[config.mk]
export PLATFORM = sky130hd
export DESIGN_NAME = yuyv_to_rgb888_converter_core_flat
export DESIGN_NICKNAME = d
export VERILOG_FILES = /design/src/design/y2r_pkg.sv /design/src/design/y2r_if.sv /design/src/design/y2r_term.sv /design/src/design/yuyv_to_rgb888_converter_core.sv /design/src/flat_wrapper.sv
export SDC_FILE = /design/constraint.sdc
export NUM_CORES = 2
export LEC_CHECK = 0
export ABC_AREA = 0
export BUFFER_PORTS_ARGS = -buffer_cell sky130_fd_sc_hd__buf_2
export CAP_MARGIN = 20
export CORE_ASPECT_RATIO = 0.8
export CORE_MARGIN = 3
export CORE_UTILIZATION = 30
export DETAILED_ROUTE_END_ITERATION = 7
export SYNTH_ARGS = -nofsm -noshare
export SYNTH_HDL_FRONTEND = slang
export SYNTH_SLANG_ARGS = --single-unit
[constraint.sdc]
create_clock -name clk -period 7.4 [get_ports clk]
set_input_delay 1.48 -clock clk [delete_from_list [all_inputs] [get_ports clk]]
set_output_delay 1.48 -clock clk [all_outputs]
set_load 0.05 [all_outputs]
[src/design/y2r_pkg.sv]
`default_nettype none

package y2r_pkg;

    // Conversion coefficients, scaled by 1000.
    localparam logic [11:0] COEF_LUMA = 12'd1164;
    localparam logic [11:0] COEF_RV   = 12'd1596;
    localparam logic [11:0] COEF_GV   = 12'd813;
    localparam logic [11:0] COEF_GU   = 12'd391;
    localparam logic [11:0] COEF_BU   = 12'd2018;

    localparam logic signed [8:0] LUMA_OFFSET   = 9'sd16;
    localparam logic signed [8:0] CHROMA_OFFSET = 9'sd128;

    // Division by 1000 is a multiplication by ceil(2^28 / 1000) and a shift.
    // The result is exact for every product magnitude up to 480000, which
    // covers the largest product of 1164 * 239.
    localparam int unsigned  RECIP_SHIFT = 28;
    localparam logic [18:0]  RECIP_MULT  = 19'd268436;

    localparam logic signed [11:0] CHANNEL_MAX = 12'sd255;

    typedef logic [18:0]        prod_t;
    typedef logic [8:0]         quot_t;
    typedef logic signed [9:0]  term_t;
    typedef logic signed [11:0] chan_sum_t;

    // Load enables of the two pipeline stages inside a term unit.
    typedef struct packed {
        logic mult;
        logic scale;
    } load_t;

endpackage

`default_nettype wire

[src/design/y2r_if.sv]
`default_nettype none

interface y2r_yuyv_if;
    logic       valid;
    logic       ready;
    logic [7:0] luma_first;
    logic [7:0] chroma_blue;
    logic [7:0] luma_second;
    logic [7:0] chroma_red;

    modport source (output valid, luma_first, chroma_blue, luma_second, chroma_red,
                    input ready);
    modport sink   (input valid, luma_first, chroma_blue, luma_second, chroma_red,
                    output ready);
endinterface

interface y2r_rgb_if;
    logic       valid;
    logic       ready;
    logic [7:0] red_first;
    logic [7:0] green_first;
    logic [7:0] blue_first;
    logic [7:0] red_second;
    logic [7:0] green_second;
    logic [7:0] blue_second;

    modport source (output valid, red_first, green_first, blue_first,
                    red_second, green_second, blue_second,
                    input ready);
    modport sink   (input valid, red_first, green_first, blue_first,
                    red_second, green_second, blue_second,
                    output ready);
endinterface

`default_nettype wire

[src/design/y2r_term.sv]
`default_nettype none

// One scaled term: coef * value / 1000, truncated toward zero.
// Stage one forms the magnitude product, stage two divides it by the scale.
module y2r_term
(
    input  wire logic                clk,
    input  wire y2r_pkg::load_t      load,
    input  wire logic [11:0]         coef,
    input  wire logic signed [8:0]   value,
    output y2r_pkg::term_t           term
);

    logic [7:0]             mag;
    y2r_pkg::prod_t         prod_next;
    y2r_pkg::prod_t         prod_reg;
    logic                   neg_reg;
    logic [37:0]            scaled;
    y2r_pkg::quot_t         quot;
    y2r_pkg::term_t         term_next;
    y2r_pkg::term_t         term_reg;

    // Working on the magnitude makes the final quotient truncate toward zero.
    always_comb
    begin
        mag       = value[8] ? 8'(-value) : value[7:0];
        prod_next = 19'(coef) * 19'(mag);
    end

    always_ff @(posedge clk)
    begin
        if (load.mult)
        begin
            prod_reg <= prod_next;
            neg_reg  <= value[8];
        end
    end

    always_comb
    begin
        scaled    = prod_reg * y2r_pkg::RECIP_MULT;
        quot      = scaled[y2r_pkg::RECIP_SHIFT +: 9];
        term_next = neg_reg ? -$signed({1'b0, quot}) : $signed({1'b0, quot});
    end

    always_ff @(posedge clk)
    begin
        if (load.scale)
        begin
            term_reg <= term_next;
        end
    end

    assign term = term_reg;

endmodule

`default_nettype wire

[src/design/yuyv_to_rgb888_converter_core.sv]
`default_nettype none

// Throughput: one word per cycle while rgb.ready does not hold the output. An
// accepted YUYV word passes three register stages (product, divide by the scale,
// sum and clamp), each with its own valid bit, and bubbles collapse.
// Reset clears the valid bits only; data registers are not reset.
module yuyv_to_rgb888_converter_core
(
    input  wire logic   clk,
    input  wire logic   rst_n,
    y2r_yuyv_if.sink    yuyv,
    y2r_rgb_if.source   rgb
);

    logic signed [8:0]  luma0_diff;
    logic signed [8:0]  luma1_diff;
    logic signed [8:0]  du;
    logic signed [8:0]  dv;

    logic               mult_valid_reg;
    logic               mult_valid_next;
    logic               scale_valid_reg;
    logic               scale_valid_next;
    logic               out_valid_reg;
    logic               out_valid_next;
    logic               mult_ready;
    logic               scale_ready;
    logic               out_ready;
    y2r_pkg::load_t     load;

    y2r_pkg::term_t     luma0_term;
    y2r_pkg::term_t     luma1_term;
    y2r_pkg::term_t     rv_term;
    y2r_pkg::term_t     gv_term;
    y2r_pkg::term_t     gu_term;
    y2r_pkg::term_t     bu_term;

    y2r_pkg::chan_sum_t red0_sum;
    y2r_pkg::chan_sum_t green0_sum;
    y2r_pkg::chan_sum_t blue0_sum;
    y2r_pkg::chan_sum_t red1_sum;
    y2r_pkg::chan_sum_t green1_sum;
    y2r_pkg::chan_sum_t blue1_sum;

    logic [7:0]         red_first_reg;
    logic [7:0]         green_first_reg;
    logic [7:0]         blue_first_reg;
    logic [7:0]         red_second_reg;
    logic [7:0]         green_second_reg;
    logic [7:0]         blue_second_reg;

    function automatic logic [7:0] clamp_channel(input y2r_pkg::chan_sum_t x);
        logic [7:0] r;
        if (x < 0)
        begin
            r = 8'd0;
        end
        else if (x > y2r_pkg::CHANNEL_MAX)
        begin
            r = 8'd255;
        end
        else
        begin
            r = x[7:0];
        end
        return r;
    endfunction

    // A stage may load when it is empty or when its contents move on.
    always_comb
    begin
        out_ready   = !out_valid_reg || rgb.ready;
        scale_ready = !scale_valid_reg || out_ready;
        mult_ready  = !mult_valid_reg || scale_ready;
        load.mult   = mult_ready;
        load.scale  = scale_ready;

        mult_valid_next  = mult_ready  ? yuyv.valid      : mult_valid_reg;
        scale_valid_next = scale_ready ? mult_valid_reg  : scale_valid_reg;
        out_valid_next   = out_ready   ? scale_valid_reg : out_valid_reg;
    end

    always_ff @(posedge clk or negedge rst_n)
    begin
        if (!rst_n)
        begin
            mult_valid_reg  <= 1'b0;
            scale_valid_reg <= 1'b0;
            out_valid_reg   <= 1'b0;
        end
        else
        begin
            mult_valid_reg  <= mult_valid_next;
            scale_valid_reg <= scale_valid_next;
            out_valid_reg   <= out_valid_next;
        end
    end

    always_comb
    begin
        luma0_diff = 9'($signed({1'b0, yuyv.luma_first})  - y2r_pkg::LUMA_OFFSET);
        luma1_diff = 9'($signed({1'b0, yuyv.luma_second}) - y2r_pkg::LUMA_OFFSET);
        du         = 9'($signed({1'b0, yuyv.chroma_blue}) - y2r_pkg::CHROMA_OFFSET);
        dv         = 9'($signed({1'b0, yuyv.chroma_red})  - y2r_pkg::CHROMA_OFFSET);
    end

    y2r_term u_luma0 (.clk(clk), .load(load), .coef(y2r_pkg::COEF_LUMA),
                      .value(luma0_diff), .term(luma0_term));
    y2r_term u_luma1 (.clk(clk), .load(load), .coef(y2r_pkg::COEF_LUMA),
                      .value(luma1_diff), .term(luma1_term));
    y2r_term u_rv    (.clk(clk), .load(load), .coef(y2r_pkg::COEF_RV),
                      .value(dv), .term(rv_term));
    y2r_term u_gv    (.clk(clk), .load(load), .coef(y2r_pkg::COEF_GV),
                      .value(dv), .term(gv_term));
    y2r_term u_gu    (.clk(clk), .load(load), .coef(y2r_pkg::COEF_GU),
                      .value(du), .term(gu_term));
    y2r_term u_bu    (.clk(clk), .load(load), .coef(y2r_pkg::COEF_BU),
                      .value(du), .term(bu_term));

    always_comb
    begin
        red0_sum   = 12'(luma0_term) + 12'(rv_term);
        green0_sum = 12'(luma0_term) - 12'(gv_term) - 12'(gu_term);
        blue0_sum  = 12'(luma0_term) + 12'(bu_term);
        red1_sum   = 12'(luma1_term) + 12'(rv_term);
        green1_sum = 12'(luma1_term) - 12'(gv_term) - 12'(gu_term);
        blue1_sum  = 12'(luma1_term) + 12'(bu_term);
    end

    always_ff @(posedge clk)
    begin
        if (out_ready)
        begin
            red_first_reg    <= clamp_channel(red0_sum);
            green_first_reg  <= clamp_channel(green0_sum);
            blue_first_reg   <= clamp_channel(blue0_sum);
            red_second_reg   <= clamp_channel(red1_sum);
            green_second_reg <= clamp_channel(green1_sum);
            blue_second_reg  <= clamp_channel(blue1_sum);
        end
    end

    assign yuyv.ready       = mult_ready;
    assign rgb.valid        = out_valid_reg;
    assign rgb.red_first    = red_first_reg;
    assign rgb.green_first  = green_first_reg;
    assign rgb.blue_first   = blue_first_reg;
    assign rgb.red_second   = red_second_reg;
    assign rgb.green_second = green_second_reg;
    assign rgb.blue_second  = blue_second_reg;

endmodule

`default_nettype wire

[src/flat_wrapper.sv]
// flat-port wrapper written by rule: the top's interface ports become plain ports
module yuyv_to_rgb888_converter_core_flat 
  (clk, rst_n, yuyv_valid, yuyv_luma_first, yuyv_chroma_blue, yuyv_luma_second, yuyv_chroma_red, yuyv_ready, rgb_valid, rgb_red_first, rgb_green_first, rgb_blue_first, rgb_red_second, rgb_green_second, rgb_blue_second, rgb_ready);
  y2r_yuyv_if yuyv_i ();
  y2r_rgb_if rgb_i ();
  input  wire logic clk;
  input  wire logic rst_n;
  input wire logic [$bits(yuyv_i.valid)-1:0] yuyv_valid;
  input wire logic [$bits(yuyv_i.luma_first)-1:0] yuyv_luma_first;
  input wire logic [$bits(yuyv_i.chroma_blue)-1:0] yuyv_chroma_blue;
  input wire logic [$bits(yuyv_i.luma_second)-1:0] yuyv_luma_second;
  input wire logic [$bits(yuyv_i.chroma_red)-1:0] yuyv_chroma_red;
  output wire logic [$bits(yuyv_i.ready)-1:0] yuyv_ready;
  output wire logic [$bits(rgb_i.valid)-1:0] rgb_valid;
  output wire logic [$bits(rgb_i.red_first)-1:0] rgb_red_first;
  output wire logic [$bits(rgb_i.green_first)-1:0] rgb_green_first;
  output wire logic [$bits(rgb_i.blue_first)-1:0] rgb_blue_first;
  output wire logic [$bits(rgb_i.red_second)-1:0] rgb_red_second;
  output wire logic [$bits(rgb_i.green_second)-1:0] rgb_green_second;
  output wire logic [$bits(rgb_i.blue_second)-1:0] rgb_blue_second;
  input wire logic [$bits(rgb_i.ready)-1:0] rgb_ready;
  assign yuyv_i.valid = yuyv_valid;
  assign yuyv_i.luma_first = yuyv_luma_first;
  assign yuyv_i.chroma_blue = yuyv_chroma_blue;
  assign yuyv_i.luma_second = yuyv_luma_second;
  assign yuyv_i.chroma_red = yuyv_chroma_red;
  assign yuyv_ready = yuyv_i.ready;
  assign rgb_valid = rgb_i.valid;
  assign rgb_red_first = rgb_i.red_first;
  assign rgb_green_first = rgb_i.green_first;
  assign rgb_blue_first = rgb_i.blue_first;
  assign rgb_red_second = rgb_i.red_second;
  assign rgb_green_second = rgb_i.green_second;
  assign rgb_blue_second = rgb_i.blue_second;
  assign rgb_i.ready = rgb_ready;
  yuyv_to_rgb888_converter_core u_core (.clk(clk), .rst_n(rst_n), .yuyv(yuyv_i), .rgb(rgb_i));
endmodule
==> results <==
- The flow ran to the end, and the final reports show no timing, DRC or antenna violations.
- The clock net in this run drives a total of 217 sinks.
- The final layout contains routed wiring with a total length of 86000 µm.
- The DRC violation count after routing is 0.
- The startpoint of the lowest-slack hold path is u_core.mult_valid_reg$_DFFE_PN0P_.
- The clock input transition at the sequential cells of the worst setup and hold paths is 0.06 ns.
- The async set-reset flop share out of synthesis is 0.0138.
- The number of hold buffers added after cts is 0.
- The number of synthesized register bits is 217.
- The max-slew violation count came to 0.
- The worst setup path is captured at a flip-flop.
- The number of clock buffers added by TritonCTS is 31.
- The number of nets in the synthesized netlist is 5541.
- In this run the remaining antenna-violating nets after routing total 0.
- After the flow finishes, the layout carries non-filler instances totaling 5898.
- In this run, post-CTS repair resized a total of 0 instances.
- For the final database, setup skew stands at 0.0317 ns.
- A synthesized cell averages 10.0 µm².
- The first-pass GRT wire length is 143000 µm.
- After detailed placement, the design holds a cell count of 5840.
- Static timing analysis puts the maximum clock frequency at 152 MHz.
- The final route contains 27248 vias.
- Data on the critical path arrives at its endpoint at 6.90 ns.
- The tool flagged a number of max-cap violations equal to 0.
- The final critical-path required period is 6.57 ns.
- The fraction of final layout cells with drive strength greater than 1 is 0.0434.
- The weighted congestion at the end of routability-driven global placement is 0.858.
- The clock tree root driver cell is sky130_fd_sc_hd__clkbuf_16.
- The chip height is 333 µm.
- The library cell used most frequently in the layout, excluding fill and tap cells, is sky130_fd_sc_hd__ha_1.
- Before CTS, the worst setup slack after placement is 0.653 ns.
- The cell count after synthesis came out at 4004.
- The post-DP HPWL is 73100 µm.
- The via count of the first global-routing pass is 27974.
- The number of flops mapped to enable cells by yosys is 214.
- Input and output buffers added on the ports amount to 85.
- In this run the worst setup path begins at u_core.u_rv.prod_reg[9]$_DFFE_PP_.
- The buffers inserted during post-CTS setup optimization is 0.
- The number of hold-slack violations in the final timing report is 0.
- The core region is 132000 µm².
- At the pin with the least slew margin, the transition time is 0.948 ns.
- The worst register-to-register path begins at u_core.u_rv.prod_reg[9]$_DFFE_PP_.
- The top cell types in the final layout, fill and taps aside, are 1143 x sky130_fd_sc_hd__ha_1, 895 x sky130_fd_sc_hd__inv_1, 358 x sky130_fd_sc_hd__fa_1.
- The critical path is of the flip-flop to flip-flop type.
- The number of rows created at floorplan is 119.
- The initial utilization of the core area, before any placement, comes to 0.303.
- The sequential cell area fraction in the yosys report is 0.162.
- Of the available clock period, the critical path in the final layout requires 0.888.
- STA classifies the critical path startpoint as a flip-flop.
- The final net count is 5656.
- The floorplan step defined a die boundary enclosing 138000 µm².
- The wire length per cell after detailed routing is 14.6 µm.
- The area overhead of the layout relative to synthesis is 9.14%.
- For this run, the total global-route usage over all layers was measured as 0.126.
- The die is 415 µm wide.
- Across all setup checks in the final design, the least slack found is 0.830 ns.
- Pin placement for this block handled 86 I/O pins.
- The cell area that synthesis handed to floorplanning was 40100 µm².
- The CTS tree is yes.
- The DRC violation total after the first TritonRoute iteration is 1169.
- The final-report setup violation count is 0.
- Setup repair after global routing left no endpoint under its margin.
- Of all nets on the critical path, the largest fanout is 6.
- At the worst endpoint, the required time is 7.73 ns.
- The most common flop cell mapped by yosys is sky130_fd_sc_hd__edfxtp_1.
- The count of different cell masters after synthesis is 81.
- The largest net degree at the start of global routing is 62.
- 0 antenna diodes ended up in the layout.
- The number of search-and-repair iterations in the first detailed-routing pass is 5.
- The count of filler cells inserted in the layout is 13402.
- The mean number of vias per cell is 4.62.
- Adding up every negative setup slack in the final design gives 0 ns.
- The register with the most flip-flops in the layout has 18 of them.
- The classification of the worst-slack hold path is flip-flop to flip-flop.
- The initial antenna violation count came to 1.
- For the worst-skew pair, the clock arrives at the later sink with an insertion delay of 0.62 ns.
- The leftover overflow at the end of global routing is 0.
- The worst-case hold slack is 0.462 ns.
- The relative slew slack is 0.368.
- The Yosys step of the flow raised 0 warnings.
- The maximum clock path buffer count is 3.
- The H-tree level count is 1.
-- metrics by stage --
stage               utilization  cell area, µm²
global route              0.331           43700
finish                    0.331           43700
detailed placement        0.324           42700
global placement          0.324           42700
floorplan                     -           40100
CTS                       0.331           43700
-- kinds of logic (layout without fill, tap and decap cells) --
kind of cell | after synthesis | in the layout | synth area share
simple gates | 514 | 514 | 0.0642
compound gates | 644 | 644 | 0.105
flops | 217 | 217 | 0.162
fa+ha+maj | 1501 | 1501 | 0.536
buf+inv | 917 | 1057 | 0.0860
mux | 16 | 16 | 0.00419
xor+xnor | 195 | 195 | 0.0426
-- layer usage --
layer / part of all wire / GRT usage / vias to the layer above
met2: 0.44 / 0.203 / 306
met4: 0.029 / 0.0326 / 0
li1: - / - / 13913
met1: 0.51 / 0.179 / 12933
met5: 0 / 0 / -
met3: 0.027 / 0.0124 / 96
-- cell type report --
| class | instances | area, µm² | area share |
|---|---|---|---|
| multi-input cells | 2870 | 30100 | 0.689 |
| clock buffers | 38 | 802 | 0.0183 |
| well taps | 1754 | 2190 | 0.0502 |
| flip-flops and latches | 217 | 6500 | 0.149 |
| inverters | 896 | 3360 | 0.0769 |
| clock inverters | 20 | 176 | 0.00404 |
| repair buffers | 103 | 561 | 0.0128 |
-- Yosys cell counts (all sizes together), types with 6 or more instances --
master,instances,area (µm²)
or4,7,52.6
xor2,72,631
a31oi,38,244
ha,1143,14300
edfxtp,214,6430
nor3,56,280
and2,9,56.3
o2bb2ai,6,52.6
mux2i,10,100
or3,20,125
a21oi,183,916
nor2b,23,144
mux2,6,67.6
a31o,6,52.6
nand3b,6,45.0
a311oi,6,52.6
a211oi,22,165
a21o,95,713
a211o,7,61.3
o2111ai,6,52.6
nand2,113,432
fa,358,7170
and3,16,100
nand3,51,255
xnor2,123,1080
and4,6,52.6
a41oi,8,70.1
or2,12,75.1
o211ai,18,135
o21bai,30,225
nor3b,6,45.0
a21boi,18,135
nor4,11,68.8
o21a,25,188
o21ai,117,586
clkbuf,16,60.1
nor2,125,469
nand2b,24,150
inv,895,3360
nand4,16,100
-- worst max-delay path, stage by stage, from the launching register on --
cell and delay, ns:
sky130_fd_sc_hd__edfxtp_1 0.56, sky130_fd_sc_hd__ha_1 0.35, sky130_fd_sc_hd__ha_1 0.22, sky130_fd_sc_hd__fa_1 0.56, sky130_fd_sc_hd__inv_1 0.05, sky130_fd_sc_hd__fa_1 0.47
sky130_fd_sc_hd__inv_1 0.05, sky130_fd_sc_hd__fa_1 0.53, sky130_fd_sc_hd__inv_1 0.05, sky130_fd_sc_hd__fa_1 0.52, sky130_fd_sc_hd__inv_1 0.04, sky130_fd_sc_hd__ha_1 0.30
sky130_fd_sc_hd__nand4_1 0.17, sky130_fd_sc_hd__nor2_1 0.06, sky130_fd_sc_hd__a221oi_1 0.60, sky130_fd_sc_hd__a41oi_1 0.32, sky130_fd_sc_hd__or4_1 0.55, sky130_fd_sc_hd__a211o_1 0.31
sky130_fd_sc_hd__o41ai_1 0.33, sky130_fd_sc_hd__a31oi_1 0.09, sky130_fd_sc_hd__xor2_1 0.16
-- final timing paths --
check	end	slack (ns)	cells past startpoint
setup / recovery	u_core.u_rv.term[8]$_DFFE_PP_	0.83	20
hold / removal	u_core.scale_valid_reg$_DFFE_PN0P_	0.46	1
setup reg to reg	u_core.u_rv.term[8]$_DFFE_PP_	0.83	20
hold reg to reg	u_core.scale_valid_reg$_DFFE_PN0P_	0.46	1
max in group asynchronous	u_core.mult_valid_reg$_DFFE_PN0P_	6.64	1
min in group asynchronous	u_core.rgb.valid$_DFFE_PN0P_	0.64	1
Power is left out: the tool's default activity adds up to more than one toggle a clock period on the data nets, which glitch-free logic cannot reach.
